## src/sv/circle_rasterizer_unit_macros.svh

```systemverilog
// Assertion macros shared by the circle rasterizer modules.
`ifndef CIRCLE_RASTERIZER_UNIT_MACROS_SVH
`define CIRCLE_RASTERIZER_UNIT_MACROS_SVH

// Consequent must hold in the same cycle as the antecedent.
`define CRAST_ASSERT_NOW(lbl, ante, cons, msg) \
  lbl: assert property (@(posedge clk) disable iff (!rst_n) (ante) |-> (cons)) \
    else $error(msg);

// Consequent must hold in the cycle after the antecedent.
`define CRAST_ASSERT_NEXT(lbl, ante, cons, msg) \
  lbl: assert property (@(posedge clk) disable iff (!rst_n) (ante) |=> (cons)) \
    else $error(msg);

`endif

```

## src/sv/crast_pkg.sv

```systemverilog
// Shared types and constants of the circle rasterizer.
package crast_pkg;

  typedef enum logic {
    OP_START = 1'b0,
    OP_STEP  = 1'b1
  } op_t;

  localparam int CFG_IDX_W = 1;
  typedef enum logic [CFG_IDX_W-1:0] {
    REG_LINE_PITCH  = 1'b0,
    REG_PIXEL_BYTES = 1'b1
  } cfg_reg_t;

  localparam int PITCH_W  = 15;
  localparam int PBYTES_W = 3;
  localparam logic [PITCH_W-1:0]  PITCH_RESET  = 15'd7680;
  localparam logic [PBYTES_W-1:0] PBYTES_RESET = 3'd4;

  localparam int IN_COORD_W = 12;
  localparam int RADIUS_W   = 11;
  localparam int COLOR_W    = 32;
  localparam int PIX_W      = 14;
  localparam int OFF_W      = 29;
  localparam int DEC_W      = 16;

  localparam int IN_TDATA_W  = 72;
  localparam int OUT_TDATA_W = 96;

  localparam logic signed [DEC_W-1:0] DEC_INIT       = 16'sd3;
  localparam logic signed [DEC_W-1:0] DEC_STEP_DIAG  = 16'sd10;
  localparam logic signed [DEC_W-1:0] DEC_STEP_AXIAL = 16'sd6;

  localparam int MIRROR_W = 3;
  localparam logic [MIRROR_W-1:0] MIRROR_LAST = 3'd7;

  typedef struct packed {
    logic empty;
    logic full;
  } q_stat_t;

  typedef struct packed {
    logic valid;
    logic last;
    logic done;
  } pix_ctl_t;

endpackage

```

## src/sv/crast_queue.sv

```systemverilog
// Small FIFO of octant points between the step engine and the pixel writer.
`include "circle_rasterizer_unit_macros.svh"

module crast_queue import crast_pkg::*; #(
  parameter int W     = 8,
  parameter int DEPTH = 2
) (
  input  logic         clk,
  input  logic         rst_n,
  input  logic         push,
  input  logic [W-1:0] din,
  input  logic         pop,
  output logic [W-1:0] dout,
  output q_stat_t      stat
);

  localparam int PTR_W = (DEPTH > 1) ? $clog2(DEPTH) : 1;
  localparam int CNT_W = $clog2(DEPTH + 1);

  logic [W-1:0]     mem_r [DEPTH];
  logic [PTR_W-1:0] wr_ptr_r, wr_ptr_nxt;
  logic [PTR_W-1:0] rd_ptr_r, rd_ptr_nxt;
  logic [CNT_W-1:0] cnt_r, cnt_nxt;

  always_comb begin
    wr_ptr_nxt = wr_ptr_r;
    rd_ptr_nxt = rd_ptr_r;
    cnt_nxt    = cnt_r;
    if (push) begin
      wr_ptr_nxt = (wr_ptr_r == PTR_W'(DEPTH - 1)) ? '0 : wr_ptr_r + 1'b1;
    end
    if (pop) begin
      rd_ptr_nxt = (rd_ptr_r == PTR_W'(DEPTH - 1)) ? '0 : rd_ptr_r + 1'b1;
    end
    if (push && !pop) begin
      cnt_nxt = cnt_r + 1'b1;
    end else if (pop && !push) begin
      cnt_nxt = cnt_r - 1'b1;
    end
  end

  always_ff @(posedge clk) begin
    if (!rst_n) begin
      wr_ptr_r <= '0;
      rd_ptr_r <= '0;
      cnt_r    <= '0;
    end else begin
      wr_ptr_r <= wr_ptr_nxt;
      rd_ptr_r <= rd_ptr_nxt;
      cnt_r    <= cnt_nxt;
    end
  end

  always_ff @(posedge clk) begin
    if (push) begin
      mem_r[wr_ptr_r] <= din;
    end
  end

  assign dout       = mem_r[rd_ptr_r];
  assign stat.empty = (cnt_r == '0);
  assign stat.full  = (cnt_r == CNT_W'(DEPTH));

  `CRAST_ASSERT_NOW(a_q_no_overflow, push && stat.full, pop, "push into full point queue")
  `CRAST_ASSERT_NOW(a_q_no_underflow, pop, !stat.empty, "pop from empty point queue")

endmodule

```

## src/sv/crast_front.sv

```systemverilog
// Front end: accept items, run the midpoint step and queue octant points.
`include "circle_rasterizer_unit_macros.svh"

module crast_front import crast_pkg::*; #(
  parameter int COORD_BITS = 12,
  parameter int JOB_W      = 2 * 12 + 2 * 12 + COLOR_W + 1
) (
  input  logic                  clk,
  input  logic                  rst_n,
  input  logic                  in_tvalid,
  output logic                  in_tready,
  input  logic [IN_TDATA_W-1:0] in_tdata,
  input  logic                  in_tuser,
  input  q_stat_t               q_stat,
  output logic                  push,
  output logic [JOB_W-1:0]      job
);

  localparam int CW       = (COORD_BITS < IN_COORD_W) ? COORD_BITS : IN_COORD_W;
  localparam int CY_LSB   = IN_COORD_W;
  localparam int RAD_LSB  = 2 * IN_COORD_W;
  localparam int COL_LSB  = RAD_LSB + RADIUS_W;

  logic [CW-1:0]                cx_r, cx_nxt;
  logic [CW-1:0]                cy_r, cy_nxt;
  logic signed [COORD_BITS-1:0] x_r, x_nxt;
  logic signed [COORD_BITS-1:0] y_r, y_nxt;
  logic signed [COORD_BITS-1:0] rad_s;
  logic signed [DEC_W-1:0]      dec_r, dec_nxt;
  logic [COLOR_W-1:0]           color_r, color_nxt;
  logic                         active_r, active_nxt;
  logic                         accept;
  op_t                          op;

  assign in_tready = !q_stat.full;
  assign accept    = in_tvalid && in_tready;
  assign op        = op_t'(in_tuser);
  assign rad_s     = COORD_BITS'(in_tdata[RAD_LSB +: RADIUS_W]);

  always_comb begin
    cx_nxt     = cx_r;
    cy_nxt     = cy_r;
    x_nxt      = x_r;
    y_nxt      = y_r;
    dec_nxt    = dec_r;
    color_nxt  = color_r;
    active_nxt = active_r;
    push       = 1'b0;
    if (accept) begin
      if (op == OP_START) begin
        cx_nxt    = in_tdata[CW-1:0];
        cy_nxt    = in_tdata[CY_LSB +: CW];
        color_nxt = in_tdata[COL_LSB +: COLOR_W];
        x_nxt     = '0;
        y_nxt     = rad_s;
        dec_nxt   = DEC_INIT - (DEC_W'(rad_s) <<< 1);
        push      = 1'b1;
      end else if (active_r) begin
        x_nxt = x_r + 1'b1;
        if (dec_r > 0) begin
          y_nxt   = y_r - 1'b1;
          dec_nxt = dec_r + ((DEC_W'(x_nxt) - DEC_W'(y_nxt)) <<< 2) + DEC_STEP_DIAG;
        end else begin
          dec_nxt = dec_r + (DEC_W'(x_nxt) <<< 2) + DEC_STEP_AXIAL;
        end
        push = 1'b1;
      end
      if (push) begin
        active_nxt = (y_nxt >= x_nxt);
      end
    end
  end

  always_ff @(posedge clk) begin
    if (!rst_n) begin
      cx_r     <= '0;
      cy_r     <= '0;
      x_r      <= '0;
      y_r      <= '0;
      dec_r    <= '0;
      color_r  <= '0;
      active_r <= 1'b0;
    end else begin
      cx_r     <= cx_nxt;
      cy_r     <= cy_nxt;
      x_r      <= x_nxt;
      y_r      <= y_nxt;
      dec_r    <= dec_nxt;
      color_r  <= color_nxt;
      active_r <= active_nxt;
    end
  end

  // the done flag rides with the point so the writer can tag the eighth pixel
  assign job = {color_nxt, !active_nxt, y_nxt, x_nxt, cy_nxt, cx_nxt};

  `CRAST_ASSERT_NOW(a_start_queues, accept && op == OP_START, push, "start item queued no point")

endmodule

```

## src/sv/crast_back.sv

```systemverilog
// Back end: mirror each queued point eight ways and compute the byte offsets.
`include "circle_rasterizer_unit_macros.svh"

module crast_back import crast_pkg::*; #(
  parameter int COORD_BITS = 12,
  parameter int JOB_W      = 2 * 12 + 2 * 12 + COLOR_W + 1
) (
  input  logic                  clk,
  input  logic                  rst_n,
  input  q_stat_t               q_stat,
  input  logic [JOB_W-1:0]      q_job,
  output logic                  pop,
  input  logic [PITCH_W-1:0]    pitch,
  input  logic [PBYTES_W-1:0]   pbytes,
  output logic                  out_tvalid,
  input  logic                  out_tready,
  output logic [PIX_W-1:0]      out_px,
  output logic [PIX_W-1:0]      out_py,
  output logic [OFF_W-1:0]      out_off,
  output logic [COLOR_W-1:0]    out_color,
  output logic                  out_tlast,
  output logic                  out_tuser
);

  localparam int CW = (COORD_BITS < IN_COORD_W) ? COORD_BITS : IN_COORD_W;
  localparam int PW = ((CW > COORD_BITS) ? CW : COORD_BITS) + 2;

  logic [CW-1:0]                j_cx, j_cy;
  logic signed [COORD_BITS-1:0] j_x, j_y;
  logic                         j_done;
  logic [COLOR_W-1:0]           j_color;

  logic [CW-1:0]                cx_r, cy_r;
  logic signed [COORD_BITS-1:0] x_r, y_r;
  logic                         done_r;
  logic [COLOR_W-1:0]           color_r;
  logic [MIRROR_W-1:0]          k_r;
  logic                         busy_r;

  logic                         en;
  logic signed [COORD_BITS-1:0] a_sel, b_sel;
  logic signed [PW-1:0]         cxw, cyw, aw, bw, px, py;

  pix_ctl_t                     s1_ctl_r, s2_ctl_r;
  logic signed [PW-1:0]         s1_px_r, s1_py_r;
  logic [COLOR_W-1:0]           s1_color_r, s2_color_r;
  logic [PIX_W-1:0]             s2_px_r, s2_py_r;
  logic [OFF_W-1:0]             s2_prod_y_r, s2_prod_x_r;
  logic signed [PITCH_W:0]      pitch_s;
  logic signed [PBYTES_W:0]     pb_s;

  pix_ctl_t                     out_ctl_r;
  logic [PIX_W-1:0]             out_px_r, out_py_r;
  logic [OFF_W-1:0]             out_off_r;
  logic [COLOR_W-1:0]           out_color_r;

  assign {j_color, j_done, j_y, j_x, j_cy, j_cx} = q_job;

  // advance the whole pipeline unless the output register is held
  assign en  = !out_ctl_r.valid || out_tready;
  assign pop = en && !q_stat.empty && (!busy_r || k_r == MIRROR_LAST);

  always_ff @(posedge clk) begin
    if (!rst_n) begin
      busy_r <= 1'b0;
      k_r    <= '0;
    end else if (en) begin
      if (pop) begin
        busy_r <= 1'b1;
        k_r    <= '0;
      end else if (busy_r && k_r == MIRROR_LAST) begin
        busy_r <= 1'b0;
      end else if (busy_r) begin
        k_r <= k_r + 1'b1;
      end
    end
  end

  always_ff @(posedge clk) begin
    if (pop) begin
      cx_r    <= j_cx;
      cy_r    <= j_cy;
      x_r     <= j_x;
      y_r     <= j_y;
      done_r  <= j_done;
      color_r <= j_color;
    end
  end

  // bit 2 swaps the axes, bit 0 negates the column term, bit 1 the row term
  always_comb begin
    a_sel = k_r[2] ? y_r : x_r;
    b_sel = k_r[2] ? x_r : y_r;
    cxw   = PW'(cx_r);
    cyw   = PW'(cy_r);
    aw    = PW'(a_sel);
    bw    = PW'(b_sel);
    px    = k_r[0] ? (cxw - aw) : (cxw + aw);
    py    = k_r[1] ? (cyw - bw) : (cyw + bw);
  end

  assign pitch_s = {1'b0, pitch};
  assign pb_s    = {1'b0, pbytes};

  always_ff @(posedge clk) begin
    if (!rst_n) begin
      s1_ctl_r  <= '0;
      s2_ctl_r  <= '0;
      out_ctl_r <= '0;
    end else if (en) begin
      s1_ctl_r.valid <= busy_r;
      s1_ctl_r.last  <= (k_r == MIRROR_LAST);
      s1_ctl_r.done  <= done_r && (k_r == MIRROR_LAST);
      s2_ctl_r       <= s1_ctl_r;
      out_ctl_r      <= s2_ctl_r;
    end
  end

  always_ff @(posedge clk) begin
    if (en) begin
      s1_px_r     <= px;
      s1_py_r     <= py;
      s1_color_r  <= color_r;
      s2_px_r     <= PIX_W'(s1_px_r);
      s2_py_r     <= PIX_W'(s1_py_r);
      s2_prod_y_r <= OFF_W'(s1_py_r * pitch_s);
      s2_prod_x_r <= OFF_W'(s1_px_r * pb_s);
      s2_color_r  <= s1_color_r;
      out_px_r    <= s2_px_r;
      out_py_r    <= s2_py_r;
      out_off_r   <= s2_prod_y_r + s2_prod_x_r;
      out_color_r <= s2_color_r;
    end
  end

  assign out_tvalid = out_ctl_r.valid;
  assign out_tlast  = out_ctl_r.last;
  assign out_tuser  = out_ctl_r.done;
  assign out_px     = out_px_r;
  assign out_py     = out_py_r;
  assign out_off    = out_off_r;
  assign out_color  = out_color_r;

  `CRAST_ASSERT_NOW(a_pop_at_run_end, pop, !busy_r || k_r == MIRROR_LAST, "point taken mid run")
  `CRAST_ASSERT_NEXT(a_run_continues, busy_r && en && k_r != MIRROR_LAST, busy_r, "run cut short")

endmodule

```

## src/sv/circle_rasterizer_unit.sv

```systemverilog
// Top level of the midpoint circle rasterizer: config registers and wiring.
// An accepted item's point passes through the point queue, the run registers, stages s1 and s2 and the output register.
// Each start or step item yields eight pixel writes, one pixel write per cycle from the mirror
// sequencer while out_tready does not hold the output; a step on an idle circle writes nothing.
// A two-entry point queue lets new items be accepted while a run is still being written.
// Reset: synchronous, active low; circle goes idle, pitch 7680, 4 bytes per pixel.
module circle_rasterizer_unit import crast_pkg::*; #(
  parameter int COORD_BITS = 12
) (
  input  logic                   clk,
  input  logic                   rst_n,
  // input items
  input  logic                   in_tvalid,
  output logic                   in_tready,
  input  logic [IN_TDATA_W-1:0]  in_tdata,   // center_x, center_y, radius, draw_color, zero pad
  input  logic                   in_tuser,   // op
  // pixel writes
  output logic                   out_tvalid,
  input  logic                   out_tready,
  output logic [OUT_TDATA_W-1:0] out_tdata,  // pixel_x, pixel_y, byte_offset, pixel_value, pad
  output logic                   out_tlast,  // last_of_step
  output logic                   out_tuser,  // circle_done
  // configuration writes
  input  logic                   cfg_valid,
  output logic                   cfg_ready,
  input  logic [CFG_IDX_W-1:0]   cfg_index,
  input  logic [PITCH_W-1:0]     cfg_data
);

  localparam int CW      = (COORD_BITS < IN_COORD_W) ? COORD_BITS : IN_COORD_W;
  localparam int JOB_W   = 2 * CW + 2 * COORD_BITS + 1 + COLOR_W;
  localparam int PAD_W   = OUT_TDATA_W - (2 * PIX_W + OFF_W + COLOR_W);
  localparam int Q_DEPTH = 2;

  logic [PITCH_W-1:0]  pitch_r;
  logic [PBYTES_W-1:0] pbytes_r;

  q_stat_t             q_stat;
  logic                push, pop;
  logic [JOB_W-1:0]    push_job, pop_job;

  logic [PIX_W-1:0]    px, py;
  logic [OFF_W-1:0]    off;
  logic [COLOR_W-1:0]  color;

  // Config writes land at once; the user must see they only happen while the block is idle, unenforced.
  assign cfg_ready = 1'b1;

  always_ff @(posedge clk) begin
    if (!rst_n) begin
      pitch_r  <= PITCH_RESET;
      pbytes_r <= PBYTES_RESET;
    end else if (cfg_valid && cfg_ready) begin
      case (cfg_reg_t'(cfg_index))
        REG_LINE_PITCH:  pitch_r  <= cfg_data;
        REG_PIXEL_BYTES: pbytes_r <= cfg_data[PBYTES_W-1:0];
        default:         pitch_r  <= pitch_r;
      endcase
    end
  end

  // Front: holds the circle state and queues one octant point per start item or per step item on an active circle.
  crast_front #(
    .COORD_BITS (COORD_BITS),
    .JOB_W      (JOB_W)
  ) u_front (
    .clk       (clk),
    .rst_n     (rst_n),
    .in_tvalid (in_tvalid),
    .in_tready (in_tready),
    .in_tdata  (in_tdata),
    .in_tuser  (in_tuser),
    .q_stat    (q_stat),
    .push      (push),
    .job       (push_job)
  );

  // Queue: decouples point generation from the writer, which sends one pixel per cycle unless the output is held.
  crast_queue #(
    .W     (JOB_W),
    .DEPTH (Q_DEPTH)
  ) u_queue (
    .clk   (clk),
    .rst_n (rst_n),
    .push  (push),
    .din   (push_job),
    .pop   (pop),
    .dout  (pop_job),
    .stat  (q_stat)
  );

  // Back: eight mirrored writes per point, offset multiply, output register.
  crast_back #(
    .COORD_BITS (COORD_BITS),
    .JOB_W      (JOB_W)
  ) u_back (
    .clk        (clk),
    .rst_n      (rst_n),
    .q_stat     (q_stat),
    .q_job      (pop_job),
    .pop        (pop),
    .pitch      (pitch_r),
    .pbytes     (pbytes_r),
    .out_tvalid (out_tvalid),
    .out_tready (out_tready),
    .out_px     (px),
    .out_py     (py),
    .out_off    (off),
    .out_color  (color),
    .out_tlast  (out_tlast),
    .out_tuser  (out_tuser)
  );

  // Pack the write fields, lowest first.
  assign out_tdata = {{PAD_W{1'b0}}, color, off, py, px};

endmodule
```

## config.mk

```make
export PLATFORM = sky130hd
export DESIGN_NAME = circle_rasterizer_unit
export DESIGN_NICKNAME = d
export VERILOG_FILES = /design/src/sv/crast_pkg.sv /design/src/sv/crast_queue.sv /design/src/sv/crast_front.sv /design/src/sv/crast_back.sv /design/src/sv/circle_rasterizer_unit.sv
export VERILOG_INCLUDE_DIRS = /design/src /design/src/sv
export SDC_FILE = /design/constraint.sdc
export NUM_CORES = 2
export LEC_CHECK = 0
export CORE_ASPECT_RATIO = 0.75
export CORE_MARGIN = 2
export CORE_UTILIZATION = 40
export DETAILED_ROUTE_END_ITERATION = 8
export DONT_BUFFER_PORTS = 1
export SLEW_MARGIN = 20
export SYNTH_ARGS = -nofsm -noshare
export SYNTH_HDL_FRONTEND = slang
export SYNTH_SLANG_ARGS = --single-unit
```

## constraint.sdc

```tcl
create_clock -name clk -period 21 [get_ports clk]
set_clock_uncertainty 0.2 [all_clocks]
set_input_delay 3.15 -clock clk [delete_from_list [all_inputs] [get_ports clk]]
set_output_delay 3.15 -clock clk [all_outputs]
set_load 0.02 [all_outputs]
```

==> out/qor.csv <==
stage;metric;value;unit
die;chip height;266;µm
timing;worst slew pin tran;1.09;ns
clocking;# clock sinks;631;
worst_setup_path;capturing point of the worst reg2reg path;u_back.s2_prod_y_r[27];
worst_setup_path;Critical path origin;u_back.s1_py_r[2];
min_path;Hold EP;u_back.out_px[6];
route;DR WL/cell;17.4;µm
timing;Max Freq;0.149;GHz
layout;FILL cells;8519;
grt;vias in the first global route;21500;
place;Detail Placement HPWL;53.7;mm
die;Core ar.;90100;µm²
yosys;EDFF count, synth;499;
route;# DRC;0;
die;die area;93800;µm²
clocking;clock buffer depth;3;
clocking;CTS tree;done;
yosys;Yosys cell types;74;
yosys;Synth Warn #;0;
layout;final instance area;40000;µm²
worst_setup_path;delay-heaviest family, CP;adder cells;
timing;Setup-failing EPs final;0;
grt;initial antenna violation count;14;
yosys;syn avg cell area;11.4;µm²
route;Pre-antenna DRT Iters;5;
yosys;Async SR Flop Fraction;0;%
grt;largest net degree at the start of global routing;133;
place;gpl congestion;0.830;
route;overall routed net length;77.2;mm
route;Post-DRT Antenna Nets;0;
worst_setup_path;R2R setup slack;14.29;ns
route;Via Count;21900;
die;I/O pins;195;
timing;final setup margin;14.29;ns
timing;unrepaired setup endpoints after global routing;false;
min_path;Hold Crit Start;u_back.s2_px_r[6];
place;Port Buffers;0;
worst_setup_path;Setup CP Type;flop to flop;
timing;period utilisation layout;31.9;%
layout;Area Growth Syn to Fin;9.55;%
worst_setup_path;Critical Path RT;21.17;ns
layout;final net count;3722;
yosys;synthesized area;36500;µm²
timing;Final min period;6.71;ns
yosys;Mapped Cells;3208;
timing;relative slew slack;25.2;%
die;Die Wd;353;µm
worst_setup_path;Crit. End Element;flop;
yosys;top_reg_cell synth;edfxtp_1;
min_path;WHS Path Cells;0;
worst_setup_path;Worst R2R Path Depth;22;
route;DRT iter0 DRCs;1326;
worst_setup_path;crit-path max cell delay;0.67;ns
die;Row Count;95;
worst_setup_path;critical path buffer and inverter count;6;
clocking;number of setup buffers added after CTS;0;
timing;Setup TNS Final;0;ns
place;dpl cell area;37800;µm²
clocking;CTS Root Cell;clkbuf_16;
flow_run;Max-Cap Viols;0;
status;status;finished clean;
worst_setup_path;Worst EP arrival;6.88;ns
die;initial core utilization;40.6;%
layout;layout cells sized above 1;7.70;%
clocking;Num CTS Buffers;67;
timing;Final Hold Fails;0;
yosys;post-synthesis register bit count;631;
grt;Tot GR Track Use;16.6;%
worst_setup_path;Startpoint Class;flop;
yosys;register area share after synthesis;48.2;%
worst_setup_path;Crit Path Max Fanout;16;
route;Via density;4.93;
worst_setup_path;Reg2Reg Launch Point;u_back.s1_py_r[2];
grt;grt total ovfl;0;
worst_setup_path;Slowest-stage cell, CP;edfxtp_1;
layout;Final Core Density;44.4;%
place;Setup WS pre-CTS;14.13;ns
clocking;clk slew on worst S/H paths;0.06;ns
clocking;PostCTS Resize Cnt;0;
timing;pins over their slew limit;0;
min_path;Hold Crit Class;flop to flop;
grt;global-route wire length before repair;122;mm
clocking;Max H-tree Level;3;
clocking;CTS Hold Bufs;0;
worst_setup_path;crit path cell chain;and2_1 > fa_1 > inv_1 > fa_1 > inv_1 > fa_1 > inv_1 > fa_1 > inv_1 > fa_1 > inv_1 > fa_1 > inv_1 > ha_1 > o21a_1 > o21ai_0 > o31ai_1 > nand2_1 > o31ai_1 > o31ai_1 > mux2i_1 > nand2_1;
clocking;clk_lat worst skew;0.63;ns
==> kinds of logic (layout without fill, tap and decap cells) <==
family          count (synthesis)  in the layout  share of synthesized area, %
mux                           123            123                          3.69
fa+ha+maj                     448            448                          18.9
flops                         631            631                          48.2
other cells                     2             10                        0.0206
compound gates                391            391                          6.85
xor+xnor                      195            195                          4.69
buf+inv                       432            452                          4.55
simple gates                  986            986                          13.0
==> layout by cell type, fill, tap and decap left out, types with 30 or more instances in the layout <==
cell type	count
ha_1	274
xnor2_1	125
nor2_1	115
a21oi_1	115
nor3_1	52
inv_1	311
nor2b_1	30
clkbuf_16	67
a21boi_0	31
mux2_2	95
edfxtp_1	499
a21o_1	35
nand2_1	423
o21ai_0	82
fa_1	174
and2_1	227
nand3_1	38
dfxtp_1	131
xor2_1	69
==> how the worst max path moves through the flow <==
stage,cells past startpoint,endpoint
floorplan,10,u_queue.cnt_r[1]
global placement,6,u_queue.mem_r[1][78]
detailed placement,6,u_queue.mem_r[1][78]
CTS,22,u_back.s2_prod_y_r[27]
global route,22,u_back.s2_prod_y_r[27]
finish,22,u_back.s2_prod_y_r[27]
==> final cells by class <==
cell class	count	area, µm²	share of cell area, %
well taps	1212	1520	3.79
repair buffers	17	128	0.319
diodes	2	5.00	0.0125
multi-input cells	2151	17300	43.3
inverters	312	1180	2.94
flip-flops and latches	631	17600	44.0
clock buffers	83	1780	4.44
clock inverters	40	482	1.20
==> metrics by stage <==
stage / hold WS, ns / instances
after floorplan: 0.200 / 3214
after global placement: 0.201 / 4323
after detailed placement: 0.205 / 4323
after CTS: 0.211 / 4446
after global routing: 0.220 / 4447
final: 0.209 / 4448
==> flip-flops by register name (all words and copies together), names as in the netlist, 15 cells and up <==
register and flops:
pitch_r 15, u_back.color_r 32, u_back.out_color 32, u_back.out_off 29, u_back.s1_color_r 32, u_back.s2_color_r 32, u_back.s2_prod_x_r 18, u_back.s2_prod_y_r 29
u_front.color_r 32, u_front.dec_r 16, u_queue.mem_r 162
==> synth_stat cells, types with 8 or more instances <==
| library cell | n | area share (%) |
|---|---|---|
| a211oi_1 | 11 | 0.23 |
| a21boi_0 | 31 | 0.64 |
| a21o_1 | 35 | 0.72 |
| a21oi_1 | 116 | 1.6 |
| a31oi_1 | 11 | 0.19 |
| and2_1 | 228 | 3.9 |
| and3_1 | 20 | 0.34 |
| buf_4 | 9 | 0.18 |
| clkbuf_1 | 99 | 1.0 |
| dfxtp_1 | 132 | 7.2 |
| edfxtp_1 | 499 | 41 |
| fa_1 | 174 | 9.5 |
| ha_1 | 274 | 9.4 |
| inv_1 | 312 | 3.2 |
| mux2_2 | 95 | 2.9 |
| mux2i_1 | 28 | 0.77 |
| nand2_1 | 423 | 4.3 |
| nand2b_1 | 23 | 0.39 |
| nand3_1 | 38 | 0.52 |
| nand4_1 | 10 | 0.17 |
| nor2_1 | 117 | 1.2 |
| nor2b_1 | 30 | 0.51 |
| nor3_1 | 52 | 0.71 |
| o211ai_1 | 13 | 0.27 |
| o21a_1 | 14 | 0.29 |
| o21ai_0 | 82 | 1.1 |
| o21bai_1 | 17 | 0.35 |
| o41ai_1 | 8 | 0.19 |
| or3_1 | 11 | 0.19 |
| xnor2_1 | 125 | 3.0 |
| xor2_1 | 69 | 1.7 |
==> layer usage <==
layer	track usage, %	vias to the layer above	share of wire (%)
met5	0	-	0.16
li1	-	10900	-
met2	24.3	455	42
met3	4.81	112	7.2
met4	3.90	20	1.9
met1	24.0	10400	49
Power is left out: the tool's default activity adds up to more than one toggle a clock period on the data nets, which glitch-free logic cannot reach.
